## config.mk

```make
export PLATFORM = sky130hd
export DESIGN_NAME = rtbl_ram
export DESIGN_NICKNAME = d
export VERILOG_FILES = /design/src/design/rtbl_ram.sv
export SDC_FILE = /design/constraint.sdc
export NUM_CORES = 1
export LEC_CHECK = 0
export BUFFER_PORTS_ARGS = -buffer_cell sky130_fd_sc_hd__buf_4
export CAP_MARGIN = 20
export CORE_UTILIZATION = 65
export CTS_CLUSTER_SIZE = 12
export DETAILED_ROUTE_END_ITERATION = 6
export GPL_TIMING_DRIVEN = 1
export PLACE_DENSITY = 0.8
export SLEW_MARGIN = 25
export SYNTH_ARGS = -nofsm -noshare
export SYNTH_HDL_FRONTEND = slang
export SYNTH_SLANG_ARGS = --single-unit
export TNS_END_PERCENT = 20
```

## constraint.sdc

```tcl
create_clock -name clock -period 4.8 [get_ports clock]
set_clock_uncertainty 0.15 [all_clocks]
set_input_delay 0 -clock clock [delete_from_list [all_inputs] [get_ports clock]]
set_output_delay 0 -clock clock [all_outputs]
set_load 0.03 [all_outputs]
```

## src/design/rtbl_ram.sv

```systemverilog
`timescale 1ns / 1ps

module rtbl_ram #(
   parameter int WIDTH  = 8,
   parameter int DEPTH  = 64,
   localparam int ADDR_W = (DEPTH > 1) ? $clog2(DEPTH) : 1
) (
   input  logic              clock,
   input  logic              wr_en,
   input  logic [ADDR_W-1:0] wr_addr,
   input  logic [WIDTH-1:0]  wr_data,
   input  logic              rd_en,
   input  logic [ADDR_W-1:0] rd_addr,
   output logic [WIDTH-1:0]  rd_data
);

   logic [WIDTH-1:0] mem_ff [DEPTH];
   logic [WIDTH-1:0] rd_data_ff;

   always_ff @(posedge clock) begin
      if (wr_en) begin
         mem_ff[wr_addr] <= wr_data;
      end
      if (rd_en) begin
         rd_data_ff <= mem_ff[rd_addr];
      end
   end

   assign rd_data = rd_data_ff;

endmodule

```

==> flow_metrics.tcl <==
set metrics [dict create \
    first_pass_iters 5 \
    p_leak_uw 0.00690 \
    root_buffer "clkbuf_16" \
    clock-sinks 520 \
    start_util 0.662 \
    clockBufferDepth 3 \
    cp.depth 4 \
    yosysUniqueCellTypes 39 \
    wire_per_inst_um 30.5 \
    fp.dieH_um 178 \
    synth_edf_count 520 \
    worst-setup-path-type "flip-flop to flip-flop" \
    reg2regPathDepth 4 \
    synth_area_mm2 0.0202 \
    antenna_found_initial 1 \
    holdPathStages 3 \
    yosysWarningCount 0 \
    synthCells 940 \
    critical-path-max-stage-delay_ps 800 \
    whs_endpoint "mem_ff[53][5]" \
    cts-hold-fix-buffers 16 \
    fin_nets 1018 \
    cap_viol_max_count 0 \
    yosys_register_bits 520 \
    critPathTopFamily "compound AO/OA/AOI/OAI gates" \
    grt_usage 0.283 \
    grt_pass1_vias 9803 \
    setup_ws_ps 2410 \
    cp_slowest_cell "a2111oi_0" \
    cp.arrival_ps 2520 \
    period_needed_ps 2390 \
    die_w_um 178 \
    hp-start "wr_addr[4]" \
    initialDrtViolationCount 1188 \
    crit_path_end_kind "flip-flop" \
    coreArea_mm2 0.0306 \
    finalHoldViolCount 0 \
    grt_overflow 0 \
    wl_met3_um 4230 \
    place_ws_ps 1670 \
    dr.max_layer_used "met5" \
    rr_startpoint "mem_ff[3][5]" \
    wl_met1_um 16800 \
    cp_max_fo 1 \
    viasPerCell 6.94 \
    synthFlopType "edfxtp_1" \
    crit_start "mem_ff[3][5]" \
    wirelength_um 43100 \
    syn_avg_cell_area_um2 21.5 \
    slew_headroom 0.277 \
    cts_buffers 51 \
    worstPathRequired_ps 4930 \
    num_vias 9801 \
    grt_max_degree 89 \
    cts.clk_slew.worst_paths_ps 60 \
    synth_area_leaders "edfxtp_1, mux4_2, nor2_1" \
    synth_top_area_frac 0.771 \
    rsz0062_at_grt "no" \
    start_kind "flip-flop" \
    ys_seq_area_frac 0.771 \
    portBuffers 30 \
    yosysMostFrequentCell "edfxtp_1" \
    n_antenna_cell 0 \
    syn-num-nets 963 \
    path_cells "mux4_2 -> nor2b_1 -> a2111oi_0 -> o41ai_1" \
    powerDensity_mw_per_mm2 403 \
    htreeDepth 2 \
    io_pins 31 \
    syn_to_final_growth_pct 10.1 \
    cts_tree "built" \
    drc 0 \
    yosysTopAreaCell "edfxtp_1" \
    cts_setup_buffers 0 \
    fin_crit_sh 0.499 \
    dieArea_mm2 0.0319 \
    layout-drive-gt1-share 0.230 \
    setup_violations 0 \
    slew_violations 0 \
    fmax_mhz 418 \
    post_cts_resized 0 \
    fin_util 0.729 \
    synth-async-reset-ratio 0 \
    path_buf_inv 0 \
    clk-insertion-delay-late_ps 570 \
    tns_ps 0 \
    rrSetupSlack_ps 2410 \
    grt_pass1_wl_um 63100 \
    reg2reg_to "rd_data[5]" \
    dp_hpwl_um 24500 \
    outcome "complete, no violations" \
    synth_common_cells "edfxtp_1, mux4_2, nor2_1" \
    hold_class "input pin to flip-flop" \
    worst_pin_slew_ps 1080 \
    postRouteAntennaNets 0 \
    rows 64 \
    place_congestion 0.826 \
    wl_met2_um 20900 \
    vdd_drop_max_uv 294 \
]
cells by family after synthesis:
kind of cell	Yosys count	share of synthesized area
simple gates	153	0.0337
flops	520	0.771
buf+inv	51	0.0156
mux	162	0.159
compound gates	54	0.0206
power by group:
group / switching [uW] / internal [uW]
clock network: 1550 / 1910
registers: 14.0 / 5040
logic: 288 / 181
total: 1860 / 7130
cell type report:
type / count / area (um2)
Clock buffer: 60 / 1310
Clock inverter: 14 / 68.8
Fill cell: 1693 / 8300
Multi-Input combinational cell: 369 / 4320
Sequential cell: 520 / 15600
Tap cell: 396 / 495
Timing Repair Buffer: 53 / 478
worst reg2reg max path, cell delays in order, from the launching register on:
cell and delay, ps:
edfxtp_1 390, mux4_2 490, nor2b_1 140, a2111oi_0 800, o41ai_1 140
cells in the final DEF, fill, tap and decap left out, types with 2 or more instances in the layout:
cell	synthesis	routed
o221ai_1	8	8
o41ai_1	2	2
edfxtp_1	520	520
o21ai_0	2	2
clkbuf_16	0	51
nor2b_1	14	14
o221a_2	2	2
clkbuf_1	17	9
nand2_1	19	19
clkinv_1	0	10
mux2_2	13	13
a21oi_1	3	3
nor3_1	7	7
nand3_1	13	13
o22ai_1	8	8
nand4_1	2	2
a22oi_1	3	3
o21a_1	2	2
o2111ai_1	3	3
nor2_1	83	82
mux4_2	126	126
inv_6	0	3
o32ai_1	2	2
mux2i_1	23	23
nor4_1	2	2
dlygate4sd3_1	0	16
buf_4	13	34
nand3b_1	3	3
o2bb2ai_1	3	3
a2111oi_0	2	2
nand2b_1	7	7
o21ai_1	2	2
a211oi_1	4	4
a221oi_1	6	6
per-stage QoR:
step / total power (uW) / cells / hold WS [ps] / cell area [um2]
floorplan: 5420 / 940 / -51.1 / 20200
global placement: 5580 / 1321 / 156 / 20700
detailed placement: 5600 / 1321 / 156 / 20700
CTS: 9010 / 1411 / 8.58 / 22300
global route: 9200 / 1412 / 44.8 / 22300
finish: 8990 / 1412 / 40.9 / 22300
metal layers:
metal  vias up  global-route usage
li1       4035                   -
met5         -                   0
met1      5112               0.410
met4         2              0.0872
met3        86              0.0620
met2       566               0.439
how the worst max path moves through the flow:
stage / to / slack (ps)
floorplan: rd_data[4] / 2820
global placement: rd_data[5] / 1710
detailed placement: rd_data[5] / 1670
CTS: rd_data[3] / 2240
global route: rd_data[5] / 2390
finish: rd_data[5] / 2410
state kept, by name, indices dropped and copies added, names as in the netlist:
| register | count |
|---|---|
| mem_ff | 512 |
| rd_data | 8 |
Power figures use the tool's default switching activity.
