## src/design/rtbl_pkg.sv

```systemverilog
`timescale 1ns / 1ps

package rtbl_pkg;

   localparam int TABLE_ENTRIES = 64;
   localparam int PART_BITS     = 16;
   localparam int FIELD_W       = 16;
   localparam int PORT_W        = 8;
   localparam int STATUS_W      = 3;
   localparam int KEY_W         = 2 * PART_BITS;
   localparam int IDX_W         = (TABLE_ENTRIES > 1) ? $clog2(TABLE_ENTRIES) : 1;
   localparam int CNT_W         = $clog2(TABLE_ENTRIES + 1);

   localparam int REQ_DATA_W = 88;
   localparam int REQ_USER_W = 1;
   localparam int RSP_DATA_W = 56;
   localparam int RSP_USER_W = 4;

   localparam logic [FIELD_W-1:0] UNREACH_RESET = FIELD_W'(16);

   typedef enum logic {
      OP_ADD    = 1'b0,
      OP_LOOKUP = 1'b1
   } opcode_type;

   localparam logic [STATUS_W-1:0] STATUS_ADDED   = 3'd0;
   localparam logic [STATUS_W-1:0] STATUS_FULL    = 3'd1;
   localparam logic [STATUS_W-1:0] STATUS_FOUND   = 3'd2;
   localparam logic [STATUS_W-1:0] STATUS_NOROUTE = 3'd3;
   localparam logic [STATUS_W-1:0] STATUS_UNREACH = 3'd4;

   typedef struct packed {
      logic [PORT_W-1:0]  port;
      logic [KEY_W-1:0]   hop;
      logic [FIELD_W-1:0] metric;
      logic [KEY_W-1:0]   key;
   } entry_type;

   typedef struct packed {
      logic             start;
      logic [KEY_W-1:0] key_exact;
      logic [KEY_W-1:0] key_fb;
   } scan_req_type;

   typedef struct packed {
      logic      done;
      logic      found;
      logic      fallback;
      entry_type best;
   } scan_res_type;

   function automatic logic [KEY_W-1:0] make_key(input logic [FIELD_W-1:0] sub,
                                                 input logic [FIELD_W-1:0] node);
      return {PART_BITS'(sub), PART_BITS'(node)};
   endfunction

endpackage

```

## src/design/rtbl_scan.sv

```systemverilog
`timescale 1ns / 1ps

module rtbl_scan (
   input  logic                         clock,
   input  logic                         reset,
   input  rtbl_pkg::scan_req_type       req,
   input  logic [rtbl_pkg::CNT_W-1:0]   fill,
   output logic                         ram_rd_en,
   output logic [rtbl_pkg::IDX_W-1:0]   ram_rd_addr,
   input  rtbl_pkg::entry_type          ram_rd_data,
   output rtbl_pkg::scan_res_type       res
);
   import rtbl_pkg::*;

   typedef enum logic [1:0] {
      SC_IDLE = 2'b01,
      SC_RUN  = 2'b10
   } scan_state_type;

   scan_state_type   state_ff, state_in;
   logic [CNT_W-1:0] addr_ff, addr_in;
   logic             rd_vld_ff, rd_vld_in;
   logic             pass_ff, pass_in;
   logic             found_ff, found_in;
   entry_type        best_ff, best_in;
   logic [KEY_W-1:0] key_exact_ff, key_exact_in;
   logic [KEY_W-1:0] key_fb_ff, key_fb_in;
   logic [KEY_W-1:0] cur_key;
   logic             more;
   logic             res_done;

   // pass 0 looks for the exact key, pass 1 for subnet with node zero
   assign cur_key = pass_ff ? key_fb_ff : key_exact_ff;
   assign more    = addr_ff < fill;

   always_comb begin
      state_in     = state_ff;
      addr_in      = addr_ff;
      rd_vld_in    = 1'b0;
      pass_in      = pass_ff;
      found_in     = found_ff;
      best_in      = best_ff;
      key_exact_in = key_exact_ff;
      key_fb_in    = key_fb_ff;
      ram_rd_en    = 1'b0;
      ram_rd_addr  = addr_ff[IDX_W-1:0];
      res_done     = 1'b0;
      unique case (state_ff)
         SC_IDLE: begin
            if (req.start) begin
               state_in     = SC_RUN;
               addr_in      = '0;
               pass_in      = 1'b0;
               found_in     = 1'b0;
               key_exact_in = req.key_exact;
               key_fb_in    = req.key_fb;
            end
         end
         SC_RUN: begin
            if (more) begin
               ram_rd_en = 1'b1;
               addr_in   = CNT_W'(addr_ff + 1'b1);
               rd_vld_in = 1'b1;
            end
            // strict less-than keeps the earliest entry on a tie
            if (rd_vld_ff && (ram_rd_data.key == cur_key) &&
                (!found_ff || (ram_rd_data.metric < best_ff.metric))) begin
               found_in = 1'b1;
               best_in  = ram_rd_data;
            end
            if (!more && !rd_vld_ff) begin
               if (found_ff || pass_ff || (key_exact_ff == key_fb_ff)) begin
                  res_done = 1'b1;
                  state_in = SC_IDLE;
               end else begin
                  pass_in = 1'b1;
                  addr_in = '0;
               end
            end
         end
         default: begin
            state_in = SC_IDLE;
         end
      endcase
   end

   always_ff @(posedge clock) begin
      if (reset) begin
         state_ff  <= SC_IDLE;
         addr_ff   <= '0;
         rd_vld_ff <= 1'b0;
         pass_ff   <= 1'b0;
         found_ff  <= 1'b0;
      end else begin
         state_ff  <= state_in;
         addr_ff   <= addr_in;
         rd_vld_ff <= rd_vld_in;
         pass_ff   <= pass_in;
         found_ff  <= found_in;
      end
   end

   always_ff @(posedge clock) begin
      best_ff      <= best_in;
      key_exact_ff <= key_exact_in;
      key_fb_ff    <= key_fb_in;
   end

   assign res.done     = res_done;
   assign res.found    = found_ff;
   assign res.fallback = pass_ff;
   assign res.best     = best_ff;

endmodule

```

## config.mk

```make
export PLATFORM = sky130hd
export DESIGN_NAME = rtbl_scan
export DESIGN_NICKNAME = d
export VERILOG_FILES = /design/src/design/rtbl_pkg.sv /design/src/design/rtbl_scan.sv
export SDC_FILE = /design/constraint.sdc
export NUM_CORES = 1
export LEC_CHECK = 0
export BUFFER_PORTS_ARGS = -buffer_cell sky130_fd_sc_hd__buf_4
export CAP_MARGIN = 20
export CORE_MARGIN = 2
export CORE_UTILIZATION = 44
export CTS_CLUSTER_DIAMETER = 80
export DETAILED_ROUTE_END_ITERATION = 6
export GPL_TIMING_DRIVEN = 0
export PLACE_DENSITY = 0.76
export SYNTH_ARGS = -nofsm -noshare
export SYNTH_HDL_FRONTEND = slang
export SYNTH_SLANG_ARGS = --single-unit
```

## constraint.sdc

```tcl
create_clock -name clock -period 4.3 [get_ports clock]
set_clock_uncertainty 0.2 [all_clocks]
set_input_delay 0.86 -clock clock [delete_from_list [all_inputs] [get_ports clock]]
set_output_delay 0.86 -clock clock [all_outputs]
set_load 0.05 [all_outputs]
```

==> results of run 1 <==
[power groups by stage]
stage                     Combinational [W]  Clock (W)  Sequential (W)
after floorplan                    0.000102          0         0.00186
after global placement             0.000251          0         0.00186
after detailed placement           0.000265          0         0.00186
after CTS                          0.000267    0.00173         0.00182
after global routing               0.000287    0.00179         0.00183
final                              0.000263    0.00169         0.00183
[layout by cell type, fill, tap and decap left out, drive strengths merged, types with 12 or more instances in the layout]
master	n
xor2	64
inv	33
buf	276
ha	22
dfxtp	12
nand4	13
edfxtp	152
clkbuf	19
a21oi	14
mux2i	33
[synth_stat cells, types with 4 or more instances]
library cell | number | area (um^2)
nand4_1 | 13 | 81.3
nand3b_1 | 4 | 30.0
o21ai_0 | 8 | 40.0
mux2i_1 | 33 | 330
xor2_1 | 64 | 561
nand2_1 | 6 | 22.5
a21oi_1 | 14 | 70.1
dfxtp_1 | 12 | 240
nor2_1 | 6 | 22.5
nor3_1 | 4 | 20.0
nand3_1 | 6 | 30.0
ha_1 | 22 | 275
inv_1 | 28 | 105
buf_4 | 9 | 67.6
nor4_1 | 9 | 56.3
edfxtp_1 | 152 | 4560
[area by class of cell]
cell class / instances / area, um^2
timing repair buffer: 262 / 2000
clock inverter: 15 / 239
fill: 1108 / 5450
buffer: 16 / 123
sequential: 164 / 4800
inverter: 28 / 109
tap: 188 / 235
clock buffer: 17 / 425
multi-input combinational: 225 / 1810
[metrics by stage]
stage | hold slack (ns) | std cells | TNS, ns | power (W) | cell area [um^2]
after floorplan | 0.286 | 433 | 0 | 0.00196 | 6850
after global placement | 0.338 | 880 | -39.83 | 0.00211 | 9030
after detailed placement | 0.351 | 883 | 0 | 0.00212 | 9090
after CTS | 0.360 | 915 | 0 | 0.00382 | 9750
after global routing | 0.387 | 915 | 0 | 0.00390 | 9750
final | 0.361 | 915 | 0 | 0.00377 | 9750
[routing by layer]
layer | global-route usage | vias to the layer above
met5 | 0 | -
met4 | 0.100 | 0
met3 | 0.0482 | 32
met2 | 0.353 | 237
met1 | 0.226 | 2222
li1 | - | 2186
[critical path, delay by kind of cell, from the launching register on]
| family | cells | cell delay (ns) |
|---|---|---|
| DFF | 1 | 0.42 |
| buffers and inverters | 2 | 0.35 |
| AOI/OAI and AO/OA | 1 | 0.30 |
| and+or+nand+nor | 3 | 1.16 |
| xor gates and xnor gates | 1 | 0.18 |
[flip-flops by register name (all words and copies together), names as in the netlist]
register,flops
found_ff,1
rd_vld_ff,1
key_exact_ff,32
pass_ff,1
res,88
addr_ff,7
key_fb_ff,32
state_ff,2
[path summary, 6_finish.rpt]
kind / startpoint / endpoint / slack [ns] / depth (start not counted)
max: key_fb_ff[29] / res[90] / 0.42 / 7
min: addr_ff[6] / addr_ff[6] / 0.36 / 2
max reg2reg: res[43] / res[61] / 1.01 / 9
min reg2reg: addr_ff[6] / addr_ff[6] / 0.36 / 2
[cell families (layout without fill, tap and decap cells)]
group           after synthesis  after routing  share of synthesized area
simple gates                 67             67                     0.0577
compound gates               39             39                     0.0369
xor+xnor                     64             64                     0.0819
buf+inv                      44            338                     0.0333
flops                       164            164                      0.702
mux                          33             33                     0.0482
fa+ha+maj                    22             22                     0.0402
==> summary.md, run 1 <==
| Metric | Value |
|---|---|
| Sequential area share after synthesis | `0.702` |
| Ys flop type | `edfxtp_1` |
| Worst slew pin tran | `between 0.6 and 0.7 ns` |
| Netlist cell types | `42` |
| Gr usage total | `0.200` |
| Mapped Nets | `roughly 620` |
| Synthesized instance count | `between 400 and 500` |
| Met2 WL post-DR | `8550 um` |
| Vias | `approximately 4,700` |
| Unrepaired setup endpoints after global routing | `false` |
| Die height | `129 um` |
| Resize count post-CTS | `0` |
| Hold-fix buffers, CTS | `0` |
| P_leak | `between 3 and 4 nW` |
| Total grt overflow | `0` |
| Worst-path clk slew | `roughly 0.060 ns` |
| Clock sink count | `~160` |
| Initial antenna violation count | `0` |
| Syn_area_per_cell | `15.8 um^2` |
| Pre-CTS setup slack | `0.462 ns` |
| Die ar. | `~0.017 mm^2` |
| Die width | `129 um` |
| Crit path top cell by count | `buf_4` |
| Final ANT Viol Nets | `0` |
| YS warnings | `0` |
| Port buffer count | `roughly 260` |
| Combinational power share | `0.070` |
| Drt via density | `approximately 5` |
| Seq pwr share | `0.484` |
| First-pass GRT wire length | `24,600 um` |
| CORE AREA | `approximately 0.015 mm^2` |
| Power per cell area | `between 300 and 400 mW/mm^2` |
| P_sw | `slightly below 0.0008 W` |
| Vias in the first global route | `between 4,000 and 5,000` |
| Slowest CP cell | `nor4_1` |
| DRT iter0 DRCs | `288` |
| Pin count of the biggest net entering global routing | `50` |
| Hold crit path type | `flop to flop` |
| H-Tree Depth | `4` |
| P_int | `around 0.0030 W` |
| CTS tree | `done` |
| CP cell instances | `xor2_1 > nor4_1 > nand4_1 > o21ai_0 > nor3b_1 > buf_4 > buf_4` |
| CTS root buf | `clkbuf_16` |
| FMAX | `~260 MHz` |
| CTS Buffer Depth | `2` |
| Final count of hold timing violations | `0` |
| Crit end category | `output pin` |
| Routed met1 length | `about 6400 um` |
| Site row count | `45` |
| Total CTS buffers | `17` |
| Switching power share of the total | `0.207` |
| Worst slew margin | `0.571` |
| Clock share of power | `0.447` |
| #FFs+latches synth | `164` |
| CP arrival | `about 2.8 ns` |
| Post-route core utilization | `0.642` |
| Worst VDD drop | `between 0.2 and 0.3 mV` |
| Status | `completed` |
| Number of nets in the layout | `roughly 900` |
| EDFF count, synth | `152` |
| Worst Setup Path Type | `flop to output pin` |
| Area Growth Syn to Fin | `42.5%` |
| Post-Route WL | `between 15,000 and 20,000 um` |
| Metal3 WL | `1350 um` |
| Setup Buffers After CTS | `0` |
| CP Launch Type | `flop` |
| Critical Path Max Stage Delay | `around 0.55 ns` |
| Initial core utilization | `0.450` |
| Slew Limit Fails | `0` |
| Final setup viols | `0` |
| Drt wl/cell | `roughly 18 um` |
| Layout cells sized above 1 | `0.432` |
| Final period util | `0.902` |
| Max-Cap Viols | `0` |
| Pre-antenna DRT Iters | `4` |
| Final setup margin | `~0.42 ns` |
| Clock Latency Late Sink | `between 0.4 and 0.5 ns` |
| I/O pins | `260` |
| Synth Cell Area | `just under 0.007 mm^2` |
| Number of diodes | `0` |
| Final Wtd Congestion | `0.840` |
| Fraction of registers with async set/reset | `0` |
| Max layer used | `met4` |
| Hpwl dp | `roughly 13,000 um` |
| DRC | `0` |
| Critical Path RT | `3.24 ns` |
| Min Clock Period, post-route | `just under 4 ns` |
| Worst-path maximum fanout | `2` |
No activity file was read; power rests on OpenSTA's default activity.
==> inputs of run 2 (changes only) <==
RECOVER_POWER = 50   (was unset)
==> run 2 against run 1 <==
Compared with the run above: global-route usage stayed put; final area down 3.2%; wire length fell by 0.75%; maximum frequency is 0.38% higher; register-to-register slack gained 0.03 ns; clock power hardly changed; critical path depth stayed put; via count decreased by 1.0%; core utilization decreased by 2.1 points; largest power group unchanged; highest routed layer unchanged.
==> summary.md, run 2 (synthesis gave the netlist of run 1 again) <==
| Metric | Value |
|---|---|
| Hold crit path type | `flop to flop (unchanged)` |
| Metal3 WL | `1350 um (unchanged)` |
| Total grt overflow | `0 (unchanged)` |
| CTS tree | `done (unchanged)` |
| Final setup margin | `0.435 ns (was 0.420 ns)` |
| Critical Path Max Stage Delay | `0.54 ns (was 0.55 ns)` |
| CP Launch Type | `flop (unchanged)` |
| Most frequent cells in the layout | `edfxtp_1 (152), clkbuf_4 (109), clkbuf_1 (86), buf_4 (75), xor2_1 (64) (was buf_4 (268), edfxtp_1 (152), xor2_1 (64), mux2i_1 (33), inv_1 (26))` |
| P_leak | `3.64 nW (was 3.97 nW)` |
| Setup_tns | `0 ns (unchanged)` |
| Worst slew pin tran | `0.811 ns (was 0.628 ns)` |
| Worst slew margin | `0.459 (was 0.571)` |
| Layout cells sized above 1 | `0.315 (was 0.432)` |
| DRC | `0 (unchanged)` |
| CORE AREA | `0.0152 mm^2 (unchanged)` |
| Status | `completed (unchanged)` |
| Slowest CP cell | `nor4_1 (unchanged)` |
| Number of diodes | `0 (unchanged)` |
| I/O pins | `260 (unchanged)` |
| Unrepaired setup endpoints after global routing | `false (unchanged)` |
| Power per cell area | `397 mW/mm^2 (was 387 mW/mm^2)` |
| Pin count of the biggest net entering global routing | `50 (unchanged)` |
| Post-route core utilization | `0.621 (was 0.642)` |
| Final period util | `0.899 (was 0.902)` |
| FF-to-FF setup slack | `1.04 ns (was 1.01 ns)` |
| Max layer used | `met4 (unchanged)` |
| Worst-path clk slew | `0.06 ns (about the same)` |
| Number of nets in the layout | `898 (unchanged)` |
| Hpwl dp | `12,800 um (unchanged)` |
| Worst VDD drop | `0.296 mV (was 0.299 mV)` |
| Pre-CTS setup slack | `0.462 ns (unchanged)` |
| FMAX | `259 MHz (was 258 MHz)` |
| Setup Buffers After CTS | `0 (unchanged)` |
| Total CTS buffers | `17 (unchanged)` |
| Max reg flops | `88 (unchanged)` |
| CTS root buf | `clkbuf_16 (unchanged)` |
| Routed met1 length | `6360 um (was 6410 um)` |
| Initial core utilization | `0.450 (unchanged)` |
| Drt wl/cell | `18.1 um (was 18.3 um)` |
| Resize count post-CTS | `0 (unchanged)` |
| Hold-fix buffers, CTS | `0 (unchanged)` |
| Critical Path RT | `3.24 ns (about the same)` |
| Pre-antenna DRT Iters | `4 (unchanged)` |
| Final setup viols | `0 (unchanged)` |
| Post-Route WL | `16,600 um (was 16,700 um)` |
| Crit end category | `output pin (unchanged)` |
| First-pass GRT wire length | `24,600 um (unchanged)` |
| Worst Setup Path Type | `flop to output pin (unchanged)` |
| Slew Limit Fails | `0 (unchanged)` |
| Vias | `4,630 (was 4,677)` |
| Final Wtd Congestion | `0.840 (unchanged)` |
| Clock sink count | `164 (unchanged)` |
| Gr usage total | `0.200 (unchanged)` |
| Port buffer count | `259 (unchanged)` |
| Crit path top cell by count | `buf_4 (unchanged)` |
| Die height | `129 um (unchanged)` |
| CTS Buffer Depth | `2 (unchanged)` |
| DRT iter0 DRCs | `274 (was 288)` |
| H-Tree Depth | `4 (unchanged)` |
| Most common cell after layout, fill and taps aside | `edfxtp_1 (was buf_4)` |
| Clock Latency Late Sink | `0.42 ns (about the same)` |
| CP cell instances | `xor2_1 > nor4_1 > nand4_1 > o21ai_0 > nor3b_1 > buf_4 > buf_4 (unchanged)` |
| Drt via density | `5.06 (was 5.11)` |
| Vias in the first global route | `4,883 (unchanged)` |
| Initial antenna violation count | `0 (unchanged)` |
| Max-Cap Viols | `0 (unchanged)` |
| Final ANT Viol Nets | `0 (unchanged)` |
| Met2 WL post-DR | `8470 um (was 8550 um)` |
| Area Growth Syn to Fin | `37.9% (was 42.5%)` |
| Final count of hold timing violations | `0 (unchanged)` |
| Die ar. | `0.0166 mm^2 (unchanged)` |
| Worst-path maximum fanout | `2 (unchanged)` |
| Die width | `129 um (unchanged)` |
| Min Hold Slack | `0.361 ns (about the same)` |
| Min Clock Period, post-route | `3.87 ns (was 3.88 ns)` |
| CP arrival | `2.81 ns (was 2.82 ns)` |
| Site row count | `45 (unchanged)` |
[run 2: power breakdown]
part / internal (W) / total (W) / switching (W)
sequential: 0.00180 / 0.00183 / 0.0000275
combinational: 0.000125 / 0.000240 / 0.000115
clock: 0.00105 / 0.00169 / 0.000639
total: 0.00297 / 0.00375 / 0.000781
[run 2: worst max-delay path: cells and delay by family (launching register included)]
kind	cells	cell delay, ns
buffers and inverters	2	0.35
AOI/OAI and AO/OA	1	0.30
and+or+nand+nor	3	1.14
xor gates and xnor gates	1	0.18
DFF	1	0.42
[run 2: layout make-up]
type	instances	area, um^2
tap	188	235
buffer	16	123
clock buffer	17	425
multi-input combinational	225	1810
fill	1188	5760
clock inverter	15	239
sequential	164	4800
timing repair buffer	262	1690
inverter	28	109
[run 2: stage by stage]
step	cell area (um^2)	power, W	instances
2_1_floorplan	6850	0.00196	433
3_3_place_gp	9030	0.00211	880
3_5_place_dp	9090	0.00212	883
4_1_cts	9750	0.00382	915
5_1_grt	9440	0.00388	915
6_report	9440	0.00375	915
[run 2: worst paths after layout]
kind / cells after the start / start / to
worst min-delay path: 2 / addr_ff[6] / addr_ff[6]
worst max-delay path: 7 / key_fb_ff[29] / res[90]
worst max register to register: 9 / res[43] / res[51]
worst min register to register: 2 / addr_ff[6] / addr_ff[6]
[run 2: layer usage]
layer  up-vias  global-route usage
li1       2186                   -
met1      2181               0.226
met2       230               0.353
met3        33              0.0482
met4         0               0.100
met5         -                   0
